`config.mk`:
```
export PLATFORM = sky130hd
export DESIGN_NAME = bca_cfg
export DESIGN_NICKNAME = d
export VERILOG_FILES = /design/src/sv/assert_macros.svh /design/src/sv/bca_pkg.sv /design/src/sv/bca_cfg.sv
export SDC_FILE = /design/constraint.sdc
export NUM_CORES = 1
export LEC_CHECK = 0
export BUFFER_PORTS_ARGS = -buffer_cell sky130_fd_sc_hd__buf_2
export CORE_MARGIN = 5
export CORE_UTILIZATION = 39
export CTS_BUF_LIST = sky130_fd_sc_hd__clkbuf_8
export DETAILED_ROUTE_END_ITERATION = 7
export GPL_TIMING_DRIVEN = 0
export MAX_ROUTING_LAYER = met4
export PLACE_DENSITY_LB_ADDON = 0.25
export SLEW_MARGIN = 15
export SYNTH_ARGS = -nofsm -noshare
export SYNTH_HDL_FRONTEND = slang
export SYNTH_SLANG_ARGS = --single-unit
```
`constraint.sdc`:
```
create_clock -name clk -period 2.62 [get_ports clk]
set_clock_uncertainty 0.2 [all_clocks]
set_input_delay 0.262 -clock clk [delete_from_list [all_inputs] [get_ports clk]]
set_output_delay 0.262 -clock clk [all_outputs]
set_load 0.01 [all_outputs]
```
`src/sv/assert_macros.svh`:
```
// Assertion macros shared by the allocator RTL.
// Each macro expects signals named clk and arst_n in the module that uses it.
`ifndef ASSERT_MACROS_SVH
`define ASSERT_MACROS_SVH

// Same-cycle implication, disabled while reset is asserted
`define BCA_ASSERT(lbl, ante, cons, msg) \
	lbl: assert property (@(posedge clk) disable iff (!arst_n) (ante) |-> (cons)) \
		else $error(msg);

// Next-cycle implication, disabled while reset is asserted
`define BCA_ASSERT_NEXT(lbl, ante, cons, msg) \
	lbl: assert property (@(posedge clk) disable iff (!arst_n) (ante) |=> (cons)) \
		else $error(msg);

`endif

```
`src/sv/bca_pkg.sv`:
```
// Shared types and constants of the bitmap cluster allocator.
// Used by bca_cfg, bca_core and bitmap_cluster_allocator_top; depends on nothing.
package bca_pkg;

	// Internal cluster number width, wide enough for the largest map and its count
	localparam int CLUSTER_W = 17;

	localparam int IN_TDATA_W  = 40;
	localparam int OUT_TDATA_W = 24;

	localparam logic [2:0] ACT_ALLOC  = 3'd0;
	localparam logic [2:0] ACT_FREE   = 3'd1;
	localparam logic [2:0] ACT_FORMAT = 3'd2;
	localparam logic [2:0] ACT_LOAD   = 3'd3;
	localparam logic [2:0] ACT_READ   = 3'd4;

	localparam logic [CLUSTER_W-1:0] FIRST_USABLE = CLUSTER_W'(2);

	localparam logic [1:0]  REG_CLUSTER_COUNT = 2'd0;
	localparam logic [14:0] CLUSTER_COUNT_RST = 15'd16384;

	typedef struct packed {
		logic [7:0]  byte_value;
		logic [10:0] byte_index;
		logic [13:0] cluster_index;
		logic [2:0]  action;
	} req_t;

	typedef struct packed {
		logic        map_dirty;
		logic [7:0]  map_byte;
		logic        success;
		logic [13:0] allocated_cluster;
	} result_t;

endpackage

```
`src/sv/bca_cfg.sv`:
```
// APB-style configuration register block: holds the cluster count.
// Depends on bca_pkg for the register address and reset value.
module bca_cfg (
	input  logic        clk,
	input  logic        arst_n,
	input  logic        psel,
	input  logic        penable,
	input  logic        pwrite,
	input  logic [1:0]  paddr,
	input  logic [31:0] pwdata,
	output logic [31:0] prdata,
	output logic        pready,
	output logic [14:0] cluster_count
);

	logic [14:0] cluster_count_q;
	logic        wr_hit;

	assign pready = 1'b1;
	assign wr_hit = psel && penable && pwrite && pready && (paddr == bca_pkg::REG_CLUSTER_COUNT);

	always_ff @(posedge clk or negedge arst_n) begin
		if (!arst_n) begin
			cluster_count_q <= bca_pkg::CLUSTER_COUNT_RST;
		end else if (wr_hit) begin
			cluster_count_q <= pwdata[14:0];
		end
	end

	always_comb begin
		prdata = '0;
		if (paddr == bca_pkg::REG_CLUSTER_COUNT) begin
			prdata = {17'd0, cluster_count_q};
		end
	end

	assign cluster_count = cluster_count_q;

endmodule

```
# Word-level counts from Yosys, hierarchy flattened
# Index checks and enable logic that the tools add are counted.
[classes]
addsub = 0
multipliers = 0
div_mod_pow = 0
order_cmp = 0
eq_ne = 0
shifts = 0
mux = 1
bitwise = 0
reduce_logical = 4
[ops]
columns = ["cell", "n"]
rows = [
  ["$mux W15", 1],
  ["$logic_and A1 B1 Y1", 3],
  ["$logic_not A2 Y1", 1],
]
[totals]
ff_bits = 15
latch_bits = 0
ram_bits = 0
rom_bits = 0
input_bits = 39
out_inout_bits = 48
wordCells = 6
memories = 0

# Depth between registers and ports, before layout
[depth]
word_depth = 3
depth_mapped = 5
mapped_depth_nobuf = 3

# Worst setup path after synthesis
# OpenSTA, ideal clock, no wires.
[synth_timing]
path_kind = "input -> register"
from = "input paddr[1]"
to = "register cluster_count_q[0], in the netlist cluster_count[0]"
setup_time_ps = 125
arrival_ps = 1171
required_ps = 2295
slack_ps = 1123
path_stages = 5
n_path_buf = 2
cell_sequence = "nor2_2 and4_1 buf_6 buf_12 mux2_4"
[synth_between]
elab_chain_cells = 2
[synth_lines]
columns = ["element", "line_no", "rtl"]
rows = [
  ["start, declared", "bca_cfg.sv:9", "input logic [1:0] paddr,"],
  ["$logic_not A2 Y1", "bca_cfg.sv:20", "assign wr_hit = psel && penable && pwrite && pready && (paddr == bca_pkg::REG_CLUSTER_COUNT);"],
  ["$logic_and A1 B1 Y1", "bca_cfg.sv:20", ""],
  ["end signal, assigned", "bca_cfg.sv:24", "cluster_count_q <= bca_pkg::CLUSTER_COUNT_RST;"],
  ["end signal, assigned", "bca_cfg.sv:26", "cluster_count_q <= pwdata[14:0];"],
  ["end, declared", "bca_cfg.sv:16", "logic [14:0] cluster_count_q;"],
]
# No other way between the ends.
# A chain may end at the register's enable or synchronous reset.

# Worst setup path in the final report
[layout_timing]
from = "input paddr[1]"
to = "output prdata[8]"
[layout_between]
elab_chain_cells = 2
[layout_lines]
columns = ["element", "line_no", "rtl"]
rows = [
  ["$logic_not A2 Y1", "bca_cfg.sv:32", "if (paddr == bca_pkg::REG_CLUSTER_COUNT) begin"],
  ["$mux W15", "bca_cfg.sv:32", ""],
  ["end, declared", "bca_cfg.sv:11", "output logic [31:0] prdata,"],
]
# No other way between the ends.

==> results_dict.tcl <==
set metrics [dict create \
    outcome "finished, final reports clean" \
    grt_pass1_vias 659 \
    dr.first_iter.drc_count 11 \
    r2r_end "cluster_count[11]" \
    dp_hpwl_um 1620 \
    max_freq_ghz 0.595 \
    power_density_nw_per_um2 591 \
    cts-hold-fix-buffers 1 \
    grt_first_pass_wirelength_um 3050 \
    report.final.slew_viol_count 0 \
    hp-class "in -> reg" \
    rows 17 \
    rr_startpoint "cluster_count[11]" \
    cts-buffers-inserted 3 \
    clockBufferDepth 2 \
    hold_path_end "cluster_count[4]" \
    h-tree-depth 1 \
    clock_latency_ps 240 \
    crit_path_max_incr_delay_ps 340 \
    rr_worst_depth 1 \
    crit_fanout 10 \
    fp.dieArea_um2 3290 \
    ctsResizeCount 0 \
    worstHoldStart "pwdata[4]" \
    num-fill-cells 218 \
    largest_reg_flops 15 \
    initial_core_util 0.404 \
    final.setup.tns_ps 0 \
    worstHoldPathCells 2 \
    cts_tree "done" \
    drc_errors 0 \
    reg2reg_slack_ps 1630 \
    synth_cells 70 \
    cp.arrival_ps 1220 \
    via_count 678 \
    nNetsFinal 182 \
    syn_area_per_cell_um2 12.5 \
    grt_usage 0.123 \
    io_pins 87 \
    cts.sinks 15 \
    ys_seq_area_frac 0.430 \
    multi_input_area_um2 389 \
    die_w_um 57.4 \
    wl_um 1950 \
    gp_congestion 0.692 \
    antenna_cells 0 \
    rsz0062_at_grt "false" \
    finalSetupViolCount 0 \
    ant_nets 0 \
    die_h_um 57.4 \
    fin_crit_sh 0.642 \
    leakage_nw 0.750 \
    synth_cell_types 13 \
    via_per_inst 3.99 \
    finalHoldViolations 0 \
    path_common_cell "buf_2" \
    syn_area_um2 876 \
    layout_setup_ws_ps 938 \
    required_ps 2160 \
    place_ws_ps 881 \
    slowest_stage "clkbuf_1" \
    numPortBuffers 51 \
    maxCapViolCount 0 \
    drive_gt1_frac 0.676 \
    seqCellArea_um2 377 \
    yosys_warnings 0 \
    ir_drop_mv 0.374 \
    cts.clk_slew.worst_paths_ps 60 \
    root_buffer "clkbuf_8" \
    startpoint_type "input port" \
    final.min_clock_period_ps 1680 \
    ys_ff_latch 15 \
    area_delta_synth_final_pct 46.3 \
    grt_max_degree 16 \
    path_cells "buf_2, nor2_2, clkbuf_1, and2_1, buf_2" \
    grt_overflow 0 \
    wl_per_cell_um 11.5 \
    firstDrtPassIters 2 \
    antenna_found_initial 0 \
    critPathKind "in -> out" \
    end_kind "output port" \
    core_um2 2170 \
    postCtsSetupBuffers 0 \
]
-- synth_stat cells --
cell,instances,share of area
and2_1,10,0.071
clkbuf_1,1,0.0043
dfstp_2,1,0.030
and2_2,5,0.043
and4_1,1,0.010
dfrtp_1,14,0.40
mux2_2,5,0.064
conb_1,2,0.0086
buf_12,1,0.023
buf_4,18,0.15
mux2_4,10,0.17
nor2_2,1,0.0071
buf_6,1,0.013
-- metrics by stage --
step                area (um^2)  power, mW  utilization  hold WS, ps  std cells
floorplan                   936      0.480            -         -234         86
finish                     1280      0.757        0.591         51.5        170
CTS                        1280      0.766        0.591         48.6        170
detailed placement         1230      0.586        0.565        -13.3        165
global placement           1230      0.580        0.565        -22.4        165
global route               1280      0.808        0.591         44.8        170
-- metal layers --
layer | global-route usage | wire (um)
met5 | - | 0
met2 | 0.206 | 996
met3 | 0.0385 | 235
met4 | 0.0397 | 12
met1 | 0.139 | 707
-- critical path, delay by kind of cell --
family | cells | cell delay (ps)
buffers and inverters | 3 | 560
and+or+nand+nor | 2 | 390
-- layout make-up --
type / count / share of cell area
plain buffers: 21 / 0.133
clock buffers: 3 / 0.0322
clock inverters: 1 / 0.00293
multi-input cells: 50 / 0.304
flip-flops and latches: 15 / 0.294
well taps: 28 / 0.0273
repair buffers: 52 / 0.207
-- cells in the final DEF (no fill, tap or decap), drive strengths merged --
master / count
buf: 71
conb: 18
and2: 15
mux2: 15
dfrtp: 14
clkbuf: 4
nor2: 1
and4: 1
inv: 1
dfstp: 1
dlygate4sd3: 1
-- power breakdown --
group	switching [mW]	total (mW)	internal (mW)
Clock	0.0722	0.175	0.103
Combinational	0.108	0.256	0.148
Sequential	0.0372	0.326	0.289
Total	0.218	0.757	0.540
-- logic make-up (layout without fill, tap and decap cells) --
kind of cell / count (synthesis) / in the layout / share of synthesized area
buffers and inverters: 21 / 77 / 0.194
multiplexers: 15 / 15 / 0.236
flip-flops: 15 / 15 / 0.430
AND/OR/NAND/NOR: 17 / 17 / 0.131
other: 2 / 18 / 0.00857
-- worst max-delay path by stage --
stage,slack (ps),cells past startpoint,end,start
after floorplan,1120,5,cluster_count[0],paddr[1]
after global placement,900,6,cluster_count[13],paddr[1]
after detailed placement,880,6,cluster_count[4],paddr[1]
after CTS,910,5,prdata[8],paddr[1]
after global routing,820,5,prdata[8],paddr[1]
final,940,5,prdata[8],paddr[1]
(Power assumes the default switching activity.)
